### src/design/cfb_pkg.sv
package cfb_pkg;

  // Frame constants
  localparam logic [7:0] PREAMBLE_BYTE  = 8'h00;
  localparam logic [7:0] START_CODE_A   = 8'h00;
  localparam logic [7:0] START_CODE_B   = 8'hFF;
  localparam logic [7:0] POSTAMBLE_BYTE = 8'h00;
  localparam logic [7:0] MAX_COUNT      = 8'd254;
  localparam logic [7:0] DIR_RESET      = 8'd212;

  // Position of a word inside the frame sequence
  localparam int unsigned POS_W = 4;
  typedef logic [POS_W-1:0] pos_t;
  localparam pos_t POS_PRE   = 4'd0;
  localparam pos_t POS_STA   = 4'd1;
  localparam pos_t POS_STB   = 4'd2;
  localparam pos_t POS_LEN   = 4'd3;
  localparam pos_t POS_LCS   = 4'd4;
  localparam pos_t POS_DIR   = 4'd5;
  localparam pos_t POS_DATA  = 4'd6;
  localparam pos_t POS_DCS   = 4'd7;
  localparam pos_t POS_POST  = 4'd8;

  // One accepted input byte, worked out and ready to emit
  typedef struct packed {
    logic       first;
    logic       last;
    logic [7:0] data;
    logic [7:0] len;
    logic [7:0] dir;
    logic [7:0] csum;
  } job_t;

  // Sequencer view handed to the output stage
  typedef struct packed {
    logic valid;
    pos_t pos;
    logic at_end;
  } seq_t;

endpackage

### src/design/command_frame_builder.sv
// command_frame_builder: wraps command bytes into information frames.
// Accepted bytes are registered in the job slot, and their words pass through the output register.
// Throughput: one output word per cycle while out_tready is high; an input byte yields 1, 3, 7
// or 9 words (middle, last, first, first-and-last), set by the output word sequencer.
// Reset (rst_n low, synchronous): no frame open, direction register = 0xD4,
// job slot and output register empty.
module command_frame_builder (
  input  logic        clk,
  input  logic        rst_n,
  input  logic        in_tvalid,
  output logic        in_tready,
  input  logic [15:0] in_tdata,   // [7:0] data_byte, [15:8] byte_count
  input  logic        cfg_wr_en,
  input  logic [7:0]  cfg_wr_data,
  output logic        out_tvalid,
  input  logic        out_tready,
  output logic [7:0]  out_tdata,  // [7:0] frame_byte
  output logic        out_tlast,
  output logic        out_tuser   // [0] frame_end
);

  cfb_pkg::job_t job;
  cfb_pkg::seq_t seq;
  logic          adv;

  // Frame state, job slot and word sequencer
  cfb_track u_track (
    .clk         (clk),
    .rst_n       (rst_n),
    .in_tvalid   (in_tvalid),
    .in_tready   (in_tready),
    .in_tdata    (in_tdata),
    .cfg_wr_en   (cfg_wr_en),
    .cfg_wr_data (cfg_wr_data),
    .adv         (adv),
    .job         (job),
    .seq         (seq)
  );

  // Word select and output register
  cfb_emit u_emit (
    .clk        (clk),
    .rst_n      (rst_n),
    .job        (job),
    .seq        (seq),
    .adv        (adv),
    .out_tvalid (out_tvalid),
    .out_tready (out_tready),
    .out_tdata  (out_tdata),
    .out_tlast  (out_tlast),
    .out_tuser  (out_tuser)
  );

endmodule

### src/design/cfb_track.sv
module cfb_track (
  input  logic                clk,
  input  logic                rst_n,
  input  logic                in_tvalid,
  output logic                in_tready,
  input  logic [15:0]         in_tdata,
  input  logic                cfg_wr_en,
  input  logic [7:0]          cfg_wr_data,
  input  logic                adv,
  output cfb_pkg::job_t       job,
  output cfb_pkg::seq_t       seq
);

  logic [7:0]    bytes_left_r, bytes_left_nxt;
  logic [7:0]    sum_r, sum_nxt;
  logic [7:0]    dir_r;
  logic          job_valid_r;
  cfb_pkg::pos_t pos_r;
  cfb_pkg::job_t job_r, job_nxt;
  cfb_pkg::pos_t pos_end;
  logic          frame_open;
  logic          accept;
  logic          done;
  logic [7:0]    data_in;
  logic [7:0]    count_raw;
  logic [7:0]    count;
  logic [7:0]    len;
  logic [7:0]    sum_new;

  assign data_in   = in_tdata[7:0];
  assign count_raw = in_tdata[15:8];

  // Clamp the count and work out frame header values
  always_comb begin
    priority if (count_raw == 8'd0) begin
      count = 8'd1;
    end else if (count_raw > cfb_pkg::MAX_COUNT) begin
      count = cfb_pkg::MAX_COUNT;
    end else begin
      count = count_raw;
    end
    len = count + 8'd1;
  end

  // Next frame state and the job for this byte
  assign frame_open = (bytes_left_r != 8'd0);
  always_comb begin
    if (frame_open) begin
      sum_new        = sum_r + data_in;
      bytes_left_nxt = bytes_left_r - 8'd1;
    end else begin
      sum_new        = dir_r + data_in;
      bytes_left_nxt = count - 8'd1;
    end
    sum_nxt       = (bytes_left_nxt == 8'd0) ? 8'd0 : sum_new;
    job_nxt.first = !frame_open;
    job_nxt.last  = (bytes_left_nxt == 8'd0);
    job_nxt.data  = data_in;
    job_nxt.len   = len;
    job_nxt.dir   = dir_r;
    job_nxt.csum  = 8'd0 - sum_new;
  end

  // Handshake: take a new byte when the job slot frees up
  assign pos_end   = job_r.last ? cfb_pkg::POS_POST : cfb_pkg::POS_DATA;
  assign done      = job_valid_r && adv && (pos_r == pos_end);
  assign in_tready = !job_valid_r || done;
  assign accept    = in_tvalid && in_tready;

  // Hold frame state, direction register and word position
  always_ff @(posedge clk) begin
    if (!rst_n) begin
      bytes_left_r <= 8'd0;
      sum_r        <= 8'd0;
      dir_r        <= cfb_pkg::DIR_RESET;
      job_valid_r  <= 1'b0;
      pos_r        <= cfb_pkg::POS_PRE;
    end else begin
      if (cfg_wr_en) begin
        dir_r <= cfg_wr_data;
      end
      if (accept) begin
        bytes_left_r <= bytes_left_nxt;
        sum_r        <= sum_nxt;
        job_valid_r  <= 1'b1;
        pos_r        <= frame_open ? cfb_pkg::POS_DATA : cfb_pkg::POS_PRE;
      end else if (done) begin
        job_valid_r  <= 1'b0;
      end else if (job_valid_r && adv) begin
        pos_r        <= pos_r + cfb_pkg::pos_t'(1);
      end
    end
  end

  // Job payload
  always_ff @(posedge clk) begin
    if (accept) begin
      job_r <= job_nxt;
    end
  end

  assign job        = job_r;
  assign seq.valid  = job_valid_r;
  assign seq.pos    = pos_r;
  assign seq.at_end = (pos_r == pos_end);

  // A loaded job always has work left
  a_job_after_accept: assert property (@(posedge clk) disable iff (!rst_n)
    accept |=> job_valid_r)
    else $error("job slot empty after accept");

  // Position stays within the job's window
  a_pos_window: assert property (@(posedge clk) disable iff (!rst_n)
    job_valid_r |-> (pos_r <= pos_end) && (job_r.first || pos_r >= cfb_pkg::POS_DATA))
    else $error("word position out of window");

  // Frame closes exactly when the last byte is taken
  a_close: assert property (@(posedge clk) disable iff (!rst_n)
    accept && job_nxt.last |=> (bytes_left_r == 8'd0) && (sum_r == 8'd0))
    else $error("frame state not cleared at close");

endmodule

### src/design/cfb_emit.sv
module cfb_emit (
  input  logic           clk,
  input  logic           rst_n,
  input  cfb_pkg::job_t  job,
  input  cfb_pkg::seq_t  seq,
  output logic           adv,
  output logic           out_tvalid,
  input  logic           out_tready,
  output logic [7:0]     out_tdata,
  output logic           out_tlast,
  output logic           out_tuser
);

  logic       out_valid_r;
  logic [7:0] byte_r, byte_nxt;
  logic       last_r;
  logic       end_r;

  // Pick the word for the current position
  always_comb begin
    unique case (seq.pos)
      cfb_pkg::POS_PRE:  byte_nxt = cfb_pkg::PREAMBLE_BYTE;
      cfb_pkg::POS_STA:  byte_nxt = cfb_pkg::START_CODE_A;
      cfb_pkg::POS_STB:  byte_nxt = cfb_pkg::START_CODE_B;
      cfb_pkg::POS_LEN:  byte_nxt = job.len;
      cfb_pkg::POS_LCS:  byte_nxt = 8'd0 - job.len;
      cfb_pkg::POS_DIR:  byte_nxt = job.dir;
      cfb_pkg::POS_DATA: byte_nxt = job.data;
      cfb_pkg::POS_DCS:  byte_nxt = job.csum;
      cfb_pkg::POS_POST: byte_nxt = cfb_pkg::POSTAMBLE_BYTE;
      default:           byte_nxt = cfb_pkg::POSTAMBLE_BYTE;
    endcase
  end

  // Load the output register when it is empty or being drained
  assign adv = seq.valid && (!out_valid_r || out_tready);

  always_ff @(posedge clk) begin
    if (!rst_n) begin
      out_valid_r <= 1'b0;
    end else if (adv) begin
      out_valid_r <= 1'b1;
    end else if (out_tready) begin
      out_valid_r <= 1'b0;
    end
  end

  // Output payload
  always_ff @(posedge clk) begin
    if (adv) begin
      byte_r <= byte_nxt;
      last_r <= seq.at_end;
      end_r  <= (seq.pos == cfb_pkg::POS_POST);
    end
  end

  assign out_tvalid = out_valid_r;
  assign out_tdata  = byte_r;
  assign out_tlast  = last_r;
  assign out_tuser  = end_r;

  // Postamble always closes the run and is a zero word
  a_end_is_last: assert property (@(posedge clk) disable iff (!rst_n)
    out_valid_r && end_r |-> last_r && (byte_r == cfb_pkg::POSTAMBLE_BYTE))
    else $error("frame end without run end");

  // No word is taken from an empty job slot
  a_adv_valid: assert property (@(posedge clk) disable iff (!rst_n)
    adv |-> seq.valid && (seq.pos <= cfb_pkg::POS_POST))
    else $error("advance without a job");

endmodule

### config.mk
export PLATFORM = sky130hd
export DESIGN_NAME = command_frame_builder
export DESIGN_NICKNAME = d
export VERILOG_FILES = /design/src/design/cfb_pkg.sv /design/src/design/command_frame_builder.sv /design/src/design/cfb_track.sv /design/src/design/cfb_emit.sv
export SDC_FILE = /design/constraint.sdc
export NUM_CORES = 1
export LEC_CHECK = 0
export BUFFER_PORTS_ARGS = -buffer_cell sky130_fd_sc_hd__buf_2
export CELL_PAD_IN_SITES_DETAIL_PLACEMENT = 1
export CELL_PAD_IN_SITES_GLOBAL_PLACEMENT = 1
export CORE_MARGIN = 4
export CORE_UTILIZATION = 35
export CTS_CLUSTER_DIAMETER = 50
export DETAILED_ROUTE_END_ITERATION = 8
export HOLD_SLACK_MARGIN = 0.08
export PLACE_DENSITY_LB_ADDON = 0.12
export SYNTH_ARGS = -nofsm -noshare
export SYNTH_HDL_FRONTEND = slang
export SYNTH_SLANG_ARGS = --single-unit
### constraint.sdc
create_clock -name clk -period 3.82 [get_ports clk]
set_clock_uncertainty 0.1 [all_clocks]
set_input_delay 0 -clock clk [delete_from_list [all_inputs] [get_ports clk]]
set_output_delay 0 -clock clk [all_outputs]
set_load 0.05 [all_outputs]
==> results.ini, run 1 <==
[sta]
fin_crit_sh_pct = 94.87
worst_pin_slew_ps = 702.7
rsz0062_at_grt = no
slew_headroom_pct = 53.16
drv_slew = 0
hold_violations = 0
max_freq_mhz = 275.9
fin_ws_ps = 196.0
finalCriticalPeriod_ps = 3624
fin_setup_tns_ps = 0
setup_viol = 0

[routing]
wl_per_cell_um = 17.24
drc = 0
initialDrtViolationCount = 87
wl_um = 10170
viasPerCell = 5.161
num_vias = 3045
ant_nets = 0
drt-pass1-iter-count = 4

[place]
place_hpwl_um = 7253
dpl_worst_slack_ps = 168.7
globalplace.congestion = 0.8421
portBuffers = 40
placed_area_mm2 = 0.004217

[floorplanning]
die_y_um = 113.0
core_mm2 = 0.01079
io_pins = 41
dieArea_mm2 = 0.01276
die_w_um = 113.0
rows = 38
initial_core_util_pct = 35.72

[grt]
overflow = 0
grt_use_met2_pct = 27.88
antenna_found_initial = 0
grt_pass1_wl_um = 16780
grt_max_degree = 22
busiest_layer = met2
track_usage_pct = 16.72
grt.met3_usage_pct = 3.262
grt_pass1_vias = 3276
use_met1_pct = 21.30

[synthesis]
yosys.area.top_type = edfxtp_1
synthTopCellsByCount = 43 x edfxtp_1, 30 x dfxtp_1, 27 x a21oi_1, 21 x nand2_1, 21 x nor2_1
ys_warn_count = 0
syn-num-nets = 401
synthesis.area_per_instance_um2 = 10.86
ys_seq_area_share_pct = 49.07
synth.top_cell.area_share_pct = 33.50
syn-instance-count = 355
synthTopCellsByArea = edfxtp_1 33%, dfxtp_1 16%, ha_1 5.2%, xnor2_1 4.5%, mux2i_1 3.6%
synth-seq-cells = 73
syn_area_mm2 = 0.003855
synth_edf_count = 43
ys_types = 56
synth.most_common_cell = edfxtp_1
synth-async-reset-ratio_pct = 0
synth_flop_cell = edfxtp_1

[clock_tree]
cts_root_buf = clkbuf_8
cts_sinks = 73
clk_pin_slew_ps = 80
clock_latency_ps = 350
postCtsSetupRepairBufs = 0
htree_levels = 3
ctsLongestPathBuffers = 2
cts_tree = done
cts_buffers = 9

[worst_setup_path]
arrival_ps = 3760
crit_type = in2reg
required_ps = 3960
worstPathMaxFanout = 9
crit_path_end_kind = register
reg2reg_depth = 11
startpoint_type = input port

[hold_path]
hold_depth = 2
min_path_type = in2reg

[pwr]
power_density_mw_per_mm2 = 601.0
power.leakage_nw = 1.954
vdd_drop_max_mv = 0.2440

[layout]
diodes = 0
fin_area_mm2 = 0.004916
area_growth_pct = 27.52
drive_gt1_share_pct = 18.22
fill_cells = 1202
nets = 491

[job]
maxCapViolations = 0

[status]
status = completed

-- power breakdown --
group          leakage, nW  internal [W]  switching, W
logic                 1.20      0.000565      0.000684
registers            0.656       0.00101     0.0000873
clock network        0.101      0.000302      0.000305
-- routing by layer --
layer / up-vias / wire [um]
li1: 1484 / -
met1: 1490 / 4719
met2: 51 / 4963
met3: 20 / 287
met4: 0 / 198
met5: - / 0
-- critical path: stages --
cell,delay (ps)
dlygate4sd3_1,540
buf_2,210
nand4_1,140
o21a_1,280
o21bai_1,230
a21oi_2,210
ha_1,220
nor3b_1,260
and2_1,220
o311a_1,190
o22ai_1,110
or4_4,500
o311a_4,370
a22o_1,240
-- registers in the layout, indices dropped and copies added, names as in the netlist --
signal / count
u_emit.out_tuser: 1
u_track.sum_r: 8
u_emit.out_tdata: 8
u_emit.out_tvalid: 1
u_track.job: 33
u_track.bytes_left_r: 8
u_track.job_valid_r: 1
u_emit.out_tlast: 1
u_track.pos_r: 4
u_track.dir_r: 8
-- path summary, 6_finish.rpt --
path                                             start                       endpoint  slack (ps)
hold reg to reg          u_track.dir_r[2]$_SDFFE_PN1P_      u_track.job[10]$_DFFE_PP_         360
setup reg to reg  u_track.bytes_left_r[0]$_SDFFE_PN0P_       u_track.job[6]$_DFFE_PP_         230
setup / recovery                          in_tdata[11]  u_track.sum_r[7]$_SDFFE_PN0P_         200
hold / removal                             in_tdata[3]      u_track.job[27]$_DFFE_PP_         280
-- cell type report --
| cell class | instances | area [um^2] | share of cell area [%] |
|---|---|---|---|
| Sequential cell | 73 | 1892 | 38.48 |
| Multi-Input combinational cell | 247 | 1844 | 37.52 |
| Timing Repair Buffer | 96 | 743.2 | 15.12 |
| Tap cell | 140 | 175.2 | 3.563 |
| Clock buffer | 9 | 123.9 | 2.520 |
| Clock inverter | 7 | 70.07 | 1.425 |
| Inverter | 18 | 67.56 | 1.374 |
-- per-stage QoR --
stage | cells | hold WS [ps] | utilization (%) | power, W
floorplan | 355 | -1.131 | - | 0.001987
global placement | 525 | 102.2 | 39.07 | 0.002292
detailed placement | 525 | 105.6 | 39.07 | 0.002309
CTS | 590 | 271.6 | 45.41 | 0.002968
global route | 590 | 256.3 | 45.55 | 0.003158
finish | 590 | 283.9 | 45.55 | 0.002955
-- cells by family (layout without fill, tap and decap cells) --
| kind of cell | Yosys count | in the layout | share of synthesized area [%] |
|---|---|---|---|
| simple gates | 107 | 107 | 15.29 |
| compound gates | 74 | 74 | 14.25 |
| flops | 73 | 73 | 49.08 |
| buf+inv | 35 | 130 | 3.505 |
| xor+xnor | 26 | 26 | 5.907 |
| mux | 23 | 23 | 6.264 |
| fa+ha+maj | 17 | 17 | 5.712 |
-- what timing repair did --
item | in CTS | in global routing
endpoints found under the setup margin | 0 | 10
gates resized for setup | 0 | 3
hold buffers | 49 | 0
endpoints found under the hold margin | 38 | 0
-- layout by cell type (no fill, tap or decap), drive strengths merged, types with 12 or more instances in the layout --
cell type / instances
nand2: 21
edfxtp: 43
dlygate4sd3: 49
nor2: 21
nor3: 12
dfxtp: 30
mux2i: 14
inv: 19
a21oi: 27
xnor2: 20
buf: 47
ha: 16
No activity file was read; power rests on OpenSTA's default activity.
==> inputs of run 2 (changes only) <==
- clock period: 3.82 -> 4.65 ns (I/O delays scaled with it)
==> run 2 against run 1 <==
  * Non-clock buffer count fell by 4
  * Sequential power fell by 18%
  * Clock power fell by 17%
  * Largest cell class unchanged
  * Largest power group unchanged
==> results.ini, run 2 (synthesized netlist as in run 1, its figures left out) <==
[status]
status = completed

[worst_setup_path]
reg2reg_slack_ps = 930  ; +700 ps
worstPathMaxFanout = 9  ; unchanged
r2r_end = u_track.job[7]$_DFFE_PP_
startpoint_type = input port
rr_startpoint = u_track.bytes_left_r[0]$_SDFFE_PN0P_
crit_type = in2reg
crit_path_end_kind = register
reg2reg_depth = 11  ; unchanged
required_ps = 4790  ; +830 ps
arrival_ps = 3930  ; +170 ps

[routing]
wl_um = 9825  ; -3.4%
viasPerCell = 5.056  ; -2.0%
initialDrtViolationCount = 97  ; +11%
drc = 0  ; unchanged
drt-pass1-iter-count = 4  ; unchanged
num_vias = 2963  ; -2.7%
ant_nets = 0  ; unchanged
wl_per_cell_um = 16.77  ; -2.7%

[layout]
final_common_cell = dlygate4sd3_1
area_growth_pct = 26.49
drive_gt1_share_pct = 16.59  ; -1.6 points
fill_cells = 1192  ; -0.83%
largest_reg_flops = 33  ; unchanged
layout_common_cells = 49 x dlygate4sd3_1, 43 x edfxtp_1, 40 x buf_2, 30 x dfxtp_1, 27 x a21oi_1
diodes = 0  ; unchanged
fin_area_mm2 = 0.004876  ; -0.81%
nets = 487  ; -0.81%

[hold_path]
hold_end = u_track.job[26]$_DFFE_PP_
holdCritStartpoint = in_tdata[2]
min_path_type = in2reg
hold_depth = 2  ; unchanged

[pwr]
p_clk_share_pct = 21.1  ; +0.5 points
power_density_mw_per_mm2 = 488.2  ; -19%
internal-power_w = 0.001531  ; -19%
power_w = 0.002381  ; -19%
p_sw_share_pct = 35.70  ; -0.73 points
vdd_drop_max_mv = 0.2185  ; -10%
p_comb_share_pct = 41.1  ; -1.2 points
power.leakage_nw = 1.923  ; -1.5%
p_seq_share_pct = 37.8  ; +0.6 points
p_sw_w = 0.0008499  ; -21%

[clock_tree]
htree_levels = 3  ; unchanged
cts.repair.resized = 0  ; unchanged
cts_buffers = 9  ; unchanged
clk_pin_slew_ps = 80  ; about the same
ctsLongestPathBuffers = 2  ; unchanged
clock_latency_ps = 340  ; about the same
cts_root_buf = clkbuf_8
cts_sinks = 73  ; unchanged
cts_tree = done

[place]
globalplace.congestion = 0.9011  ; +7.0%
portBuffers = 40  ; unchanged
placed_area_mm2 = 0.004187  ; -0.71%
place_hpwl_um = 7049  ; -2.8%
dpl_worst_slack_ps = 878.6  ; +709.9 ps

[sta]
finalCriticalPeriod_ps = 3794
worst_pin_slew_ps = 655.1  ; -47.56 ps
hold_violations = 0  ; unchanged
fin_setup_tns_ps = 0  ; unchanged
max_freq_mhz = 263.6
slew_headroom_pct = 56.33  ; +3.2 points
fin_ws_ps = 856.2  ; +660.2 ps
drv_slew = 0  ; unchanged
rsz0062_at_grt = no
setup_viol = 0  ; unchanged
fin_crit_sh_pct = 81.59

[floorplanning]
rows = 38  ; unchanged
io_pins = 41  ; unchanged
initial_core_util_pct = 35.72  ; unchanged
die_w_um = 113.0  ; unchanged
core_mm2 = 0.01079  ; unchanged
dieArea_mm2 = 0.01276  ; unchanged
die_y_um = 113.0  ; unchanged

[job]
maxCapViolations = 0  ; unchanged

[grt]
grt_pass1_wl_um = 16510  ; -1.6%
antenna_found_initial = 0  ; unchanged
overflow = 0  ; unchanged
grt_max_degree = 22  ; unchanged
grt_pass1_vias = 3164  ; -3.4%
track_usage_pct = 16.29  ; -0.43 points

-- run 2: how the worst max path moves through the flow --
stage	from	endpoint	slack (ps)
4_1_cts	in_tdata[10]	u_track.sum_r[0]$_SDFFE_PN0P_	850
3_5_place_dp	u_track.bytes_left_r[5]$_SDFFE_PN0P_	u_track.job[7]$_DFFE_PP_	880
2_1_floorplan	u_track.bytes_left_r[0]$_SDFFE_PN0P_	u_track.job[7]$_DFFE_PP_	950
5_1_grt	u_track.bytes_left_r[5]$_SDFFE_PN0P_	u_track.job[7]$_DFFE_PP_	610
3_3_place_gp	u_track.bytes_left_r[0]$_SDFFE_PN0P_	u_track.job[7]$_DFFE_PP_	970
6_report	in_tdata[10]	u_track.sum_r[1]$_SDFFE_PN0P_	860
-- run 2: stage by stage --
| step | hold slack [ps] | utilization [%] | cells |
|---|---|---|---|
| after detailed placement | 104.9 | 38.79 | 521 |
| after floorplan | -1.131 | - | 355 |
| after CTS | 284.9 | 45.18 | 586 |
| after global routing | 300.6 | 45.18 | 586 |
| after global placement | 105.8 | 38.79 | 521 |
| final | 309.8 | 45.18 | 586 |
-- run 2: critical path: stages --
cell	delay (ps)
dlygate4sd3_1	540
buf_2	190
or3_4	420
nor3_1	220
nor2_1	60
o21bai_1	360
a21oi_1	190
ha_1	240
nor3b_1	160
and2_1	190
a22o_1	200
or4_4	550
o311a_4	360
a22o_1	250
-- run 2: per-layer routing --
| metal | vias to the layer above | GRT usage (%) | share of wire, % |
|---|---|---|---|
| li1 | 1476 | - | - |
| met3 | 17 | 2.995 | 3.0 |
| met2 | 44 | 27.09 | 48 |
| met5 | - | 0 | 0 |
| met1 | 1426 | 21.73 | 47 |
| met4 | 0 | 4.728 | 1.9 |
-- run 2: cell type report --
class	count	area (um^2)	area share (%)
Clock buffer	12	145.1	2.977
Sequential cell	73	1892	38.80
Clock inverter	4	53.80	1.103
Multi-Input combinational cell	247	1829	37.52
Tap cell	140	175.2	3.593
Timing Repair Buffer	92	713.2	14.63
Inverter	18	67.56	1.386
-- run 2: repair_timing --
item / in CTS / in global routing
hold endpoints to repair: 33 / 0
hold buffers: 49 / 0
buffers inserted: 0 / 0
-- run 2: power by group through the flow --
stage          Clock [W]  Combinational (W)  Sequential [W]
2_1_floorplan          0           0.000698        0.000934
6_report        0.000502           0.000978        0.000900
4_1_cts         0.000517           0.000991        0.000901
3_5_place_dp           0           0.000948        0.000915
3_3_place_gp           0           0.000927        0.000911
5_1_grt         0.000551            0.00110        0.000915
==> inputs of run 3 (changes only) <==
- ABC_AREA: not set -> 1
- clock period: 4.65 -> 3 ns (I/O delays scaled with it)
==> run 3 against run 2 <==
  * Total power up 74%
  * Synthesized cell count up 24%
  * Combinational power up 100%
  * Critical path depth up 2
  * Die area down 0.46%
  * Sequential cell count unchanged
  * Global-route usage up 1.2 points
  * Sequential share of layout area down 0.46 points
  * Clock power up 49%
  * Routed wire length up 6.8%
  * Highest routed layer unchanged
==> results.ini, run 3 <==
[synthesis]
ys_warn_count = 0  ; unchanged
synth.area.mux_share_pct = 0  ; -6.3 points
synth_edf_count = 43  ; unchanged
synthSimpleGateAreaFrac_pct = 25.41  ; +10 points
synthTopCellsByCount = 106 x nand2_1, 55 x inv_1, 43 x edfxtp_1, 38 x nor2_1, 31 x nand3_1
synthAdderAreaFrac_pct = 5.740  ; +0.028 points
synth_top_family_by_area = simple AND/OR/NAND/NOR gates
syn_area_mm2 = 0.003836  ; -0.49%
synthesis.area_per_instance_um2 = 8.699  ; -20%
ys_types = 39  ; -30%
synthTopCellsByArea = edfxtp_1 34%, dfxtp_1 16%, nand2_1 10%, inv_1 5.4%, ha_1 5.2%
synth-xor-area-share_pct = 3.653  ; -2.3 points
synth_compound_area_share_pct = 9.230  ; -5.0 points
synth-async-reset-ratio_pct = 0  ; unchanged
synth.top_cell.area_share_pct = 33.66  ; +0.16 points
synth_flop_cell = edfxtp_1
synth-seq-cells = 73  ; unchanged
yosys.area.top_type = edfxtp_1
synth.most_common_cell = nand2_1
ys_seq_area_share_pct = 49.32  ; +0.24 points
syn-num-nets = 487  ; +21%
syn-instance-count = 441  ; +24%

[floorplanning]
core_mm2 = 0.01051  ; -2.6%
die_w_um = 112.7  ; -0.23%
dieArea_mm2 = 0.01270  ; -0.46%
die_y_um = 112.7  ; -0.23%
initial_core_util_pct = 36.50  ; +0.79 points
io_pins = 41  ; unchanged
rows = 37  ; -2.6%

[worst_setup_path]
crit_buf_inv = 2  ; unchanged
max_stage_delay_ps = 420  ; -130 ps
startpoint_type = register
rr_startpoint = u_track.bytes_left_r[4]$_SDFFE_PN0P_
arrival_ps = 2830  ; -1100 ps
cp_slowest_cell = ha_1
reg2reg_depth = 16  ; +5
cpMostUsedCell = nand2_1
required_ps = 3010  ; -1780 ps
path_cells = nor2_1 > nand2_1 > nor2_4 > inv_2 > buf_4 > nand2_1 > nand2_1 > ha_1 > a21oi_2 > o21bai_2 > a21oi_1 > o21bai_1 > xor2_2 > nand2_1 > nand2_1 > nand2_1
crit_path_end_kind = register
r2r_end = u_track.job[7]$_DFFE_PP_
crit_end = u_track.job[7]$_DFFE_PP_
reg2reg_slack_ps = 180  ; -750 ps
critPathLaunch = u_track.bytes_left_r[4]$_SDFFE_PN0P_
worstPathMaxFanout = 6  ; -3
crit_type = reg2reg
cp.depth = 16  ; +2
path_delay_family = simple AND/OR/NAND/NOR gates

[routing]
ant_nets = 0  ; unchanged
num_vias = 3335  ; +13%
wl_um = 10500  ; +6.8%
viasPerCell = 4.883  ; -3.4%
wl_per_cell_um = 15.37  ; -8.3%
drc = 0  ; unchanged
drt-pass1-iter-count = 6  ; +2
initialDrtViolationCount = 75  ; -23%

[place]
placed_area_mm2 = 0.004237  ; +1.2%
globalplace.congestion = 0.8076  ; -10%
place_hpwl_um = 7927  ; +12%
portBuffers = 40  ; unchanged
dpl_worst_slack_ps = 124.6  ; -754.1 ps

[grt]
grt_use_met2_pct = 30.49  ; +3.4 points
grt_pass1_vias = 3608  ; +14%
use_met1_pct = 21.74  ; about the same
grt_max_degree = 39  ; +77%
busiest_layer = met2
grt_pass1_wl_um = 17580  ; +6.5%
overflow = 0  ; unchanged
grt.met3_usage_pct = 3.262  ; +0.27 points
track_usage_pct = 17.50  ; +1.2 points
antenna_found_initial = 0  ; unchanged

[sta]
drv_slew = 0  ; unchanged
slew_headroom_pct = 58.14  ; +1.8 points
hold_violations = 0  ; unchanged
worst_pin_slew_ps = 625.6  ; -29.50 ps
finalCriticalPeriod_ps = 2818
max_freq_mhz = 354.8
setup_viol = 0  ; unchanged
fin_ws_ps = 181.6  ; -674.6 ps
fin_crit_sh_pct = 93.95
timing.hold.ws_ps = 304.2  ; -5.582 ps

[clock_tree]
ctsLongestPathBuffers = 2  ; unchanged
clk_pin_slew_ps = 70  ; about the same
cts_tree = done
htree_levels = 3  ; unchanged
clock_latency_ps = 350  ; about the same
cts_root_buf = clkbuf_8
cts_sinks = 73  ; unchanged
cts_buffers = 9  ; unchanged

[job]
maxCapViolations = 0  ; unchanged

[pwr]
p_clk_share_pct = 18.0  ; -3.1 points
p_sw_w = 0.001703  ; +100%
vdd_drop_max_mv = 0.3079  ; +41%
power.leakage_nw = 2.169  ; +13%
power_density_mw_per_mm2 = 841.3  ; +72%
p_sw_share_pct = 41.02  ; +5.3 points
power_w = 0.004152  ; +74%
p_comb_share_pct = 48.2  ; +7.1 points
p_seq_share_pct = 33.9  ; -3.9 points
internal-power_w = 0.002449  ; +60%

[layout]
diodes = 0  ; unchanged
area_growth_pct = 28.64
final_core_util_pct = 46.96  ; +1.8 points
fin_area_mm2 = 0.004935  ; +1.2%
layout_common_cells = 106 x nand2_1, 55 x inv_1, 44 x dlygate4sd3_1, 43 x edfxtp_1, 40 x buf_2
fill_cells = 1262  ; +5.9%
nets = 588  ; +21%
drive_gt1_share_pct = 18.28  ; +1.7 points
final_common_cell = nand2_1
largest_reg_flops = 33  ; unchanged

[hold_path]
min_path_type = in2reg

[status]
status = completed

==> run 3: changes by cell type after synthesis, sizes merged, moves of 10 or more <==
cell / change
a21oi: -14
xnor2: -18
mux2i: -14
nand3: +23
o21ai: +21
clkbuf: -11
nor2b: -10
inv: +40
nand2: +95
nor2: +21
==> run 3: how the worst min path moves through the flow <==
stage          cells after the start  slack [ps]         from                        end
5_1_grt                            2         300  in_tdata[5]  u_track.job[29]$_DFFE_PP_
2_1_floorplan                      0          -1  in_tdata[0]  u_track.job[24]$_DFFE_PP_
6_report                           2         300  in_tdata[5]  u_track.job[29]$_DFFE_PP_
3_3_place_gp                       1         110  in_tdata[5]  u_track.job[29]$_DFFE_PP_
4_1_cts                            2         280  in_tdata[6]  u_track.job[30]$_DFFE_PP_
3_5_place_dp                       1         110  in_tdata[5]  u_track.job[29]$_DFFE_PP_
==> run 3: timing repair <==
item / CTS / global route
hold buffers: 44 / 0
endpoints found under the setup margin: 0 / 3
setup buffers: 0 / 3
hold endpoints to repair: 33 / 0
resized for setup: 0 / 11
==> run 3: layout make-up <==
| type | count | area [um^2] | share of cell area (%) |
|---|---|---|---|
| sequential | 73 | 1892 | 38.34 |
| multi-input combinational | 304 | 1745 | 35.37 |
| timing repair buffer | 96 | 730.7 | 14.81 |
| inverter | 58 | 217.7 | 4.412 |
| tap | 136 | 170.2 | 3.448 |
| clock buffer | 12 | 135.1 | 2.738 |
| clock inverter | 4 | 43.79 | 0.8874 |
==> run 3: cell families (layout without fill, tap and decap cells) <==
kind of cell,after synthesis,in the layout
AO/OA/AOI/OAI,56,56
XOR/XNOR,16,16
adder cells (fa/ha/maj),17,17
buffers and inverters,64,170
flip-flops,73,73
AND/OR/NAND/NOR,215,215
==> run 3: power by group through the flow <==
stage | Combinational [W] | Clock, W | Sequential, W
4_1_cts | 0.00186 | 0.000771 | 0.00141
3_3_place_gp | 0.00176 | 0 | 0.00142
3_5_place_dp | 0.00181 | 0 | 0.00143
5_1_grt | 0.00225 | 0.000810 | 0.00143
2_1_floorplan | 0.00126 | 0 | 0.00146
6_report | 0.00200 | 0.000746 | 0.00141
==> run 3: per-layer routing <==
metal  share of wire [%]  vias to the layer above
li1                    -                     1668
met1                  46                     1591
met2                  49                       59
met3                 3.5                       17
met4                 1.7                        0
met5                   0                        -
==> run 3: through the flow <==
step	TNS, ps	std cells
final	0	683
after global routing	-81.47	683
after CTS	0	680
after detailed placement	0	620
after global placement	0	620
after floorplan	0	441
